$ cat src/lc2k_pkg.sv
// Shared constants and types for the LC-2K instruction executor.
// Item op codes, instruction opcodes, memory geometry and shared-ALU request type.
// No dependencies.
`default_nettype none

package lc2k_pkg;

	// Word memory geometry: addresses wrap at a power of two
	localparam int MEM_AW    = 16;
	localparam int MEM_WORDS = 1 << MEM_AW;

	// Register file geometry
	localparam int NUM_REGS = 8;
	localparam int RF_AW    = $clog2(NUM_REGS);

	localparam int WORD_W = 32;

	// Item op codes
	localparam logic [1:0] OP_WRITE = 2'd0;
	localparam logic [1:0] OP_EXEC  = 2'd1;
	localparam logic [1:0] OP_READ  = 2'd2;

	// Instruction opcodes (bits 24..22)
	localparam logic [2:0] OPC_ADD  = 3'd0;
	localparam logic [2:0] OPC_NOR  = 3'd1;
	localparam logic [2:0] OPC_LW   = 3'd2;
	localparam logic [2:0] OPC_SW   = 3'd3;
	localparam logic [2:0] OPC_BEQ  = 3'd4;
	localparam logic [2:0] OPC_JALR = 3'd5;
	localparam logic [2:0] OPC_HALT = 3'd6;
	localparam logic [2:0] OPC_NOOP = 3'd7;

	// Shared ALU functions
	localparam logic [1:0] ALU_ADD = 2'd0;
	localparam logic [1:0] ALU_NOR = 2'd1;
	localparam logic [1:0] ALU_EQ  = 2'd2;

	typedef struct packed {
		logic [1:0]        func;
		logic [WORD_W-1:0] x;
		logic [WORD_W-1:0] y;
	} alu_req_t;

endpackage

`default_nettype wire

$ cat src/lc2k_alu.sv
// Shared arithmetic unit of the LC-2K executor: add, nor and equality compare.
// Depends on lc2k_pkg.
`default_nettype none

module lc2k_alu import lc2k_pkg::*; (
	input  wire alu_req_t      req,
	output logic [WORD_W-1:0]  res
);

	// Select the function requested by the sequencer
	always_comb begin
		case (req.func)
			ALU_ADD: res = req.x + req.y;
			ALU_NOR: res = ~(req.x | req.y);
			ALU_EQ:  res = {{(WORD_W-1){1'b0}}, req.x == req.y};
			default: res = '0;
		endcase
	end

endmodule

`default_nettype wire
$ cat config.mk
export PLATFORM = sky130hd
export DESIGN_NAME = lc2k_alu
export DESIGN_NICKNAME = d
export VERILOG_FILES = /design/src/lc2k_pkg.sv /design/src/lc2k_alu.sv
export SDC_FILE = /design/constraint.sdc
export NUM_CORES = 1
export LEC_CHECK = 0
export BUFFER_PORTS_ARGS = -buffer_cell sky130_fd_sc_hd__buf_2
export CORE_ASPECT_RATIO = 0.7
export CORE_UTILIZATION = 39
export DETAILED_ROUTE_END_ITERATION = 8
export RECOVER_POWER = 25
export SYNTH_ARGS = -nofsm -noshare
export SYNTH_HDL_FRONTEND = slang
export SYNTH_SLANG_ARGS = --single-unit
$ cat constraint.sdc
create_clock -name vclk -period 6.7
set_clock_uncertainty 0.15 [all_clocks]
set_input_delay 0.335 -clock vclk [all_inputs]
set_output_delay 0.335 -clock vclk [all_outputs]
set_load 0.01 [all_outputs]
### Yosys cells after proc, flatten, opt, wreduce, memory -nomap -nowiden

Index checks and enable logic that the tools add are counted.

* bitwise operators: 2
* mux-type cells: 1
* equality and inequality tests: 3
* $add $sub $neg: 1
* reductions and logical operators: 1

Operator list (count)
* $pmux 32 s3: 1
* $add 32x32->32: 1
* $eq 32x32->1: 1
* $not 32->32: 1
* $or 32x32->32: 1
* $eq 2x1->1 const B: 1
* $eq 2x2->1 const B: 1
* $logic_not 2->1: 1

* output and inout bits: 32
* word-level logic and storage cells: 8
* register bits: 0

### Longest topological paths before layout

Gate-level depths: netlist of run 1.

* depth in word-level cells: 3
* mapped depth: 10
* mapped depth without buffers: 10

### Worst setup path before layout of run 1

OpenSTA, ideal clock, no wires.

* kind: input -> output
* from: input port req[8] (netlist bit)
* to: output port res[15]
* path buffers: 1
* stages on the path: 10
* arrival time: 2331 ps
* slack: 3884 ps
* data required time: 6215 ps
* cell sequence: inv_1 -> ha_1 -> clkbuf_1 -> and3_1 -> a221o_1 -> or3_1 -> o22ai_2 -> o21ai_1 -> xnor2_1 -> a211oi_1

* word-level cells in the longest chain between the ends: 2

Ends and longest elaborated chain
* start: declaration: line lc2k_alu.sv:6 `input wire alu_req_t req,`
* $add 32x32->32: line lc2k_alu.sv:13 `ALU_ADD: res = req.x + req.y;`
* $pmux 32 s3: line lc2k_alu.sv:12 `case (req.func)`
* end: declaration: line lc2k_alu.sv:7 `output logic [WORD_W-1:0] res`

Every way passes these cells.

### Worst setup path after layout of run 1

* from: input port req[64] (netlist bit)
* to: output port res[27]

* word-level cells in the longest chain between the ends: 2
* elaborated cells on any way between the ends: 4
* classes of those cells: eq/ne: 2; mux: 1; reduce/logical: 1

Ends and longest elaborated chain (line)
* $eq 2x2->1 (tied with other cells): lc2k_alu.sv:12
* $pmux 32 s3 (*): lc2k_alu.sv:12

Mark *: on every way between the ends. The rest lies on a longest branch, timed or not.

==> qor.csv, run 1 <==
metric,value,unit
Peak Freq,256,MHz
endpoints failing hold,0,
FP Rows,26,
number of remaining DRC errors,0,
I/O pins,98,
unrepaired setup endpoints after global routing,no,
gr usage total,0.224,
Crit path max-delay family,buffers and inverters,
final wirelength,9.57,mm
I/O Buffers,98,
initial antenna violation count,0,
met2 Use GR,0.337,
drt wl/cell,15.0,µm
crit-path max FO,26,
Max Cap Viol,0,
Seq Cell Count,0,
clkbuf count,0,
fin area,0.00352,mm²
post-synthesis cell count,472,
Tcrit/Tclk final,0.584,
Die H,76.1,µm
Syn Area/Cell,6.49,µm²
vias in the first global route,3086,
number of antenna repair diodes,0,
First DRT Iteration DRCs,232,
initial core utilization,0.411,
post-route ant nets,0,
status,"finished, final reports clean",
Syn-to-layout area delta,15.0,%
GPL Wtd Cong,0.903,
first-pass GRT wire length,15.2,mm
library cells used by synthesis,59,
postcts setup bufs,0,
DP Area,0.00353,mm²
# fillers,820,
Slew headroom,0.184,
TritonRoute pass-1 iters,5,
CP required,6210,ps
Hold Crit Class,input pin to primary output,
# setup viols final,0,
GR peak layer,met1,
Peak VDD IR,0.0337,mV
Total Nets Final,674,
CP bufs+invs,3,
syn nets,602,
met3 usage,0.0103,
CP endpoint kind,primary output,
sequential cell area,0,µm²
register area share after synthesis,0,
CP peak stage delay,1070,ps
post-DP HPWL,7.91,mm
"Warnings, synthesis",0,
Slew @ Worst Pin,1220,ps
Util after Layout,0.473,
Setup CP Type,input pin to primary output,
layout cells sized above 1,0.194,
vias after detailed routing,3561,
critical path startpoint category,input pin,
CP Cell Sequence,clkbuf_1 > inv_1 > nor2_1 > a21oi_1 > o311ai_0 > buf_2,
crit path DAT,3430,ps
slowest CP cell,nor2_1,
setup TNS,0,ps
met1 Track Usage GR,0.361,
total power per unit cell area,84.8,mW/mm²
synthesized area,0.00306,mm²
Post-CTS Hold Buffers,0,
Leak,0.00191,µW
Final Max Tran Viols,0,
pin count of the biggest net entering global routing,27,
die span in x,108,µm
Placed Cells incl. Taps,640,
GRT Residual Overflow,0,
die area,0.00821,mm²
vias per cell,5.56,
core footprint,0.00745,mm²
crit path time final,3910,ps
CTS resizes,0,
Non-Filler Instances,640,
-- synthesized netlist by cell type, types with 5 or more instances --
library cell / instances / area (µm²)
a221o_1: 5 / 50.1
buf_4: 6 / 45.0
a31oi_1: 6 / 37.5
ha_1: 63 / 788
xnor2_1: 13 / 114
o21ai_1: 5 / 25.0
and3_1: 7 / 43.8
nand3_1: 12 / 60.1
nand4_1: 9 / 56.3
nand2_1: 53 / 199
xor2_1: 8 / 70.1
o21bai_1: 8 / 60.1
a21o_1: 7 / 52.6
a21oi_1: 41 / 205
inv_1: 72 / 270
o21ai_0: 25 / 125
nor2_1: 29 / 109
a211oi_1: 6 / 45.0
o21a_1: 5 / 37.5
clkbuf_1: 8 / 30.0
nor3_1: 6 / 30.0
buf_2: 12 / 60.1
nor4_1: 9 / 56.3
-- cells in the final DEF, fill, tap and decap left out, types with 4 or more instances in the layout --
cell	n
a211oi_1	6
a21o_1	7
a21oi_1	41
a221o_1	5
a31oi_1	6
and3_1	7
buf_2	91
clkbuf_1	7
ha_1	63
inv_1	72
nand2_1	53
nand3_1	12
nand4_1	9
nor2_1	29
nor3_1	6
nor4_1	9
o21a_1	5
o21ai_0	26
o21ai_1	4
o21bai_1	8
xnor2_1	13
xor2_1	8
-- power by group --
part / switching (µW) / internal [µW]
combinational: 179 / 119
clock: 0 / 0
sequential: 0 / 0
-- cell families (layout without fill, tap and decap cells) --
| family | Yosys count | after routing | synth area share |
|---|---|---|---|
| AO/OA/AOI/OAI | 137 | 137 | 0.297 |
| XOR/XNOR | 21 | 21 | 0.0601 |
| adder cells (fa/ha/maj) | 64 | 64 | 0.264 |
| buffers and inverters | 100 | 170 | 0.135 |
| multiplexers | 4 | 4 | 0.0139 |
| AND/OR/NAND/NOR | 146 | 146 | 0.230 |
-- cell type report --
type | count | area [µm²] | area share
multi-input cells | 372 | 2650 | 0.752
well taps | 98 | 123 | 0.0348
inverters | 72 | 270 | 0.0767
repair buffers | 98 | 482 | 0.137
-- final timing paths --
| check | cells past startpoint | end | start |
|---|---|---|---|
| worst min-delay path | 6 | res[21] | req[53] |
| worst max-delay path | 6 | res[27] | req[64] |
-- through the flow --
step / power, µW / setup slack [ps] / hold slack (ps)
2_1_floorplan: 207 / 3880 / 754
3_3_place_gp: 293 / 3440 / 1010
3_5_place_dp: 294 / 3390 / 1020
4_1_cts: 296 / 3370 / 1030
5_1_grt: 329 / 2480 / 1060
6_report: 299 / 2790 / 1020
-- per-layer routing --
metal  vias to the layer above  routed length [µm]
li1                       1784                   -
met1                      1631                5130
met2                       142                3850
met3                         4                 572
met4                         0                  19
met5                         -                   0
Note: power is estimated with default switching activity, not from simulation.
==> run 2: changes to the inputs <==
- clock period: 6.7 -> 4 ns (I/O delays scaled with it)
==> run 2 against run 1 <==
Net effect:
- global-route usage barely moved
- largest power group unchanged
- critical endpoint is now res[22]
- highest routed layer unchanged
- final cell count up 0.31%
- via count fell by 1.7%
- total power is 68% higher
- largest cell class unchanged
==> qor.csv, run 2 (synthesized netlist as in run 1, its figures left out) <==
metric,value,unit,change
I/O Buffers,98,,unchanged
Final Max Tran Viols,0,,unchanged
total power per unit cell area,142,mW/mm²,+68%
HP Start,req[57],,
DP Area,0.00355,mm²,+0.43%
Syn-to-layout area delta,15.5,%,
GPL Wtd Cong,0.904,,+0.11%
setup TNS,0,ps,unchanged
First DRT Iteration DRCs,195,,-16%
die area,0.00821,mm²,unchanged
post-DP HPWL,8.00,mm,+1.2%
Placed Cells incl. Taps,642,,+0.31%
Post-CTS Hold Buffers,0,,unchanged
Slew @ Worst Pin,604,ps,-621 ps
layout cells sized above 1,0.195,,+0.00113
Peak VDD IR,0.0621,mV,+84%
number of remaining DRC errors,0,,unchanged
vias in the first global route,3062,,-0.78%
Hold Crit Class,input pin to primary output,,
initial core utilization,0.411,,unchanged
die span in x,108,µm,unchanged
"most common cell after layout, fill and taps aside",buf_2,,
crit-path max FO,4,,-85%
initial antenna violation count,0,,unchanged
Util after Layout,0.475,,+0.00185
fin area,0.00354,mm²,+0.39%
GRT Residual Overflow,0,,unchanged
endpoints failing hold,0,,unchanged
pin count of the biggest net entering global routing,27,,unchanged
I/O pins,98,,unchanged
CTS resizes,0,,unchanged
Seq Cell Count,0,,unchanged
Setup CP Type,input pin to primary output,,
# fillers,825,,+0.61%
status,"finished, final reports clean",,
vias after detailed routing,3499,,-1.7%
core footprint,0.00745,mm²,unchanged
Place WS,908,ps,-2480 ps
post-route ant nets,0,,unchanged
number of antenna repair diodes,0,,unchanged
TritonRoute pass-1 iters,4,,-1
Peak Freq,320,MHz,
first-pass GRT wire length,15.4,mm,+0.81%
final wirelength,9.60,mm,+0.27%
unrepaired setup endpoints after global routing,no,,
FP Rows,26,,unchanged
"commonest non-fill, non-tap cells in the layout","buf_2 (90), inv_1 (72), ha_1 (63), nand2_1 (53), a21oi_1 (41)",,
Critical path origin,req[0],,
clkbuf count,0,,unchanged
vias per cell,5.45,,-2.0%
# setup viols final,0,,unchanged
Final WS setup,877,ps,-1910 ps
drt wl/cell,15.0,µm,about the same
CP endpoint kind,primary output,,
gr usage total,0.224,,+0.000319
sequential cell area,0,µm²,unchanged
crit path time final,3120,ps,
critical path startpoint category,input pin,,
CP required,3650,ps,-2560 ps
Tcrit/Tclk final,0.781,,
Die H,76.1,µm,unchanged
Total Nets Final,676,,+0.30%
Slew headroom,0.594,,+0.410
Non-Filler Instances,642,,+0.31%
postcts setup bufs,0,,unchanged
Leak,0.00191,µW,+0.27%
Max Cap Viol,0,,unchanged
crit path DAT,2770,ps,-660 ps
[run 2: area by class of cell]
type | count | area (µm²) | share of cell area
tap | 98 | 123 | 0.0347
multi-input combinational | 372 | 2650 | 0.749
timing repair buffer | 100 | 495 | 0.140
inverter | 72 | 270 | 0.0764
[run 2: worst max-delay path, cell delays in order]
cell and delay (ps):
buf_2 90, ha_1 180, inv_1 60, fa_1 380, nand2b_1 210, a21oi_1 270, o22ai_1 200, o311ai_2 530
a21oi_1 180, xor2_1 180, o21ai_0 150, buf_2 150
[run 2: report_power, final]
part | internal, µW | switching (µW)
sequential | 0 | 0
clock | 0 | 0
combinational | 201 | 301
[run 2: layer usage]
metal | track usage | vias to the layer above | share of wire
met2 | 0.331 | 129 | 0.40
met3 | 0.00513 | 2 | 0.060
met4 | 0.00959 | 0 | 0.0015
li1 | - | 1791 | -
met1 | 0.368 | 1577 | 0.54
met5 | 0 | - | 0
[run 2: path summary, 6_finish.rpt]
path | endpoint | cells past startpoint
hold / removal | res[25] | 6
setup / recovery | res[22] | 12
[run 2: metrics by stage]
step	hold WS, ps	power (µW)
final	749	502
after global routing	777	555
after CTS	757	499
after detailed placement	752	495
after global placement	739	493
after floorplan	484	347
==> run 3: changes to the inputs <==
- clock period: 4 -> 3.25 ns (I/O delays scaled with it)
==> run 3 against run 2 <==
Net effect:
- first-iteration DRC count up 33%
- setup slack worse by 730 ps
- critical path depth unchanged
- core utilization up 0.32 points
- combinational power up 24%
- wire length up 0.77%
- total power up 24%
- global-route usage up 0.58 points
- critical endpoint is now res[28]
- largest cell class unchanged
==> qor.csv, run 3 (synthesized netlist as in run 1, its figures left out) <==
metric,value,unit,change
Critical path origin,req[0],,
met2 Use GR,0.340,,+0.00833
initial core utilization,0.411,,unchanged
Setup CP Type,input pin to primary output,,
vias per cell,5.44,,-0.12%
clkbuf count,0,,unchanged
"commonest non-fill, non-tap cells in the layout","buf_2 (91), inv_1 (72), ha_1 (63), nand2_1 (53), a21oi_1 (41)",,
Slew headroom,0.597,,+0.00262
TritonRoute pass-1 iters,5,,+1
GPL Wtd Cong,0.880,,-2.6%
Total Nets Final,679,,+0.44%
FP Rows,26,,unchanged
status,"finished, final reports clean",,
Peak VDD IR,0.0676,mV,+8.8%
core footprint,0.00745,mm²,unchanged
crit path time final,3110,ps,
setup TNS,0,ps,unchanged
HP Start,req[65],,
sequential cell area,0,µm²,unchanged
Hold Crit Class,input pin to primary output,,
met3 usage,0.00257,,-0.00257
clock power share,0,,unchanged
die area,0.00821,mm²,unchanged
Post-CTS Hold Buffers,0,,unchanged
# setup viols final,0,,unchanged
I/O Buffers,98,,unchanged
CTS resizes,0,,unchanged
I/O pins,98,,unchanged
Die H,76.1,µm,unchanged
total power draw,623,µW,+24%
First DRT Iteration DRCs,259,,+33%
vias after detailed routing,3511,,+0.34%
Syn-to-layout area delta,16.3,%,
vias in the first global route,3190,,+4.2%
layout cells sized above 1,0.201,,+0.00624
unrepaired setup endpoints after global routing,no,,
initial antenna violation count,0,,unchanged
crit-path max FO,5,,+1
endpoints failing hold,0,,unchanged
Max Cap Viol,0,,unchanged
drt wl/cell,15.0,µm,+0.30%
Final Max Tran Viols,0,,unchanged
Peak Freq,322,MHz,
met1 Track Usage GR,0.378,,+0.0104
CP required,2940,ps,-710 ps
Tcrit/Tclk final,0.956,,
postcts setup bufs,0,,unchanged
"most common cell after layout, fill and taps aside",buf_2,,
Sw Share,0.597,,-0.00267
Pint,251,µW,+25%
critical path startpoint category,input pin,,
# fillers,817,,-0.97%
crit path DAT,2800,ps,+30 ps
die span in x,108,µm,unchanged
CP endpoint kind,primary output,,
Leak,0.00193,µW,+0.95%
Seq Cell Count,0,,unchanged
post-route ant nets,0,,unchanged
number of antenna repair diodes,0,,unchanged
post-DP HPWL,8.09,mm,+1.1%
Flop pwr share,0,,unchanged
number of remaining DRC errors,0,,unchanged
Psw,372,µW,+23%
final wirelength,9.67,mm,+0.77%
first-pass GRT wire length,15.7,mm,+2.5%
Slew @ Worst Pin,605,ps,+1.23 ps
GR peak layer,met1,,
total power per unit cell area,175,mW/mm²,+23%
pin count of the biggest net entering global routing,19,,-30%
gr usage total,0.230,,+0.00578
GRT Residual Overflow,0,,unchanged
combinational share of power,1.000,,about the same
[run 3: cell count changes in the layout (fill, tap and decap cells not counted), sizes merged]
cell,change
clkbuf,-1
buf,+4
[run 3: stage by stage]
step | cell area (µm²) | setup slack [ps] | instances | hold slack (ps) | util
finish | 3560 | 142 | 645 | 573 | 0.478
global route | 3560 | 42.3 | 645 | 599 | 0.478
CTS | 3570 | 242 | 645 | 583 | 0.479
detailed placement | 3570 | 284 | 645 | 582 | 0.479
global placement | 3570 | 319 | 645 | 580 | 0.479
floorplan | 3060 | 779 | 472 | 409 | -
[run 3: worst max-delay path: stages]
cell	delay (ps)
buf_2	90
ha_1	200
inv_1	70
fa_1	380
nand2b_1	200
a21oi_1	250
o21ai_0	270
o31a_1	410
nor4_2	180
o22ai_1	150
mux2_2	290
buf_2	140
[run 3: routing by layer]
metal	part of all wire	wire length [µm]
met5	0	0
met4	0.0087	84
met3	0.065	629
met2	0.39	3730
met1	0.54	5230
[run 3: layout make-up]
cell class | instances | area [µm²] | area share
Inverter | 72 | 270 | 0.0759
Multi-Input combinational cell | 372 | 2650 | 0.744
Tap cell | 98 | 123 | 0.0344
Timing Repair Buffer | 103 | 519 | 0.146
[run 3: power groups by stage]
| stage | registers [µW] | clock network [µW] | logic [µW] |
|---|---|---|---|
| floorplan | 0 | 0 | 427 |
| global placement | 0 | 0 | 610 |
| detailed placement | 0 | 0 | 613 |
| CTS | 0 | 0 | 618 |
| global route | 0 | 0 | 687 |
| finish | 0 | 0 | 623 |
[run 3: path summary, 6_finish.rpt]
kind                  endpoint  slack, ps  cells after the start
worst max-delay path   res[28]        140                     12
worst min-delay path   res[10]        570                      3
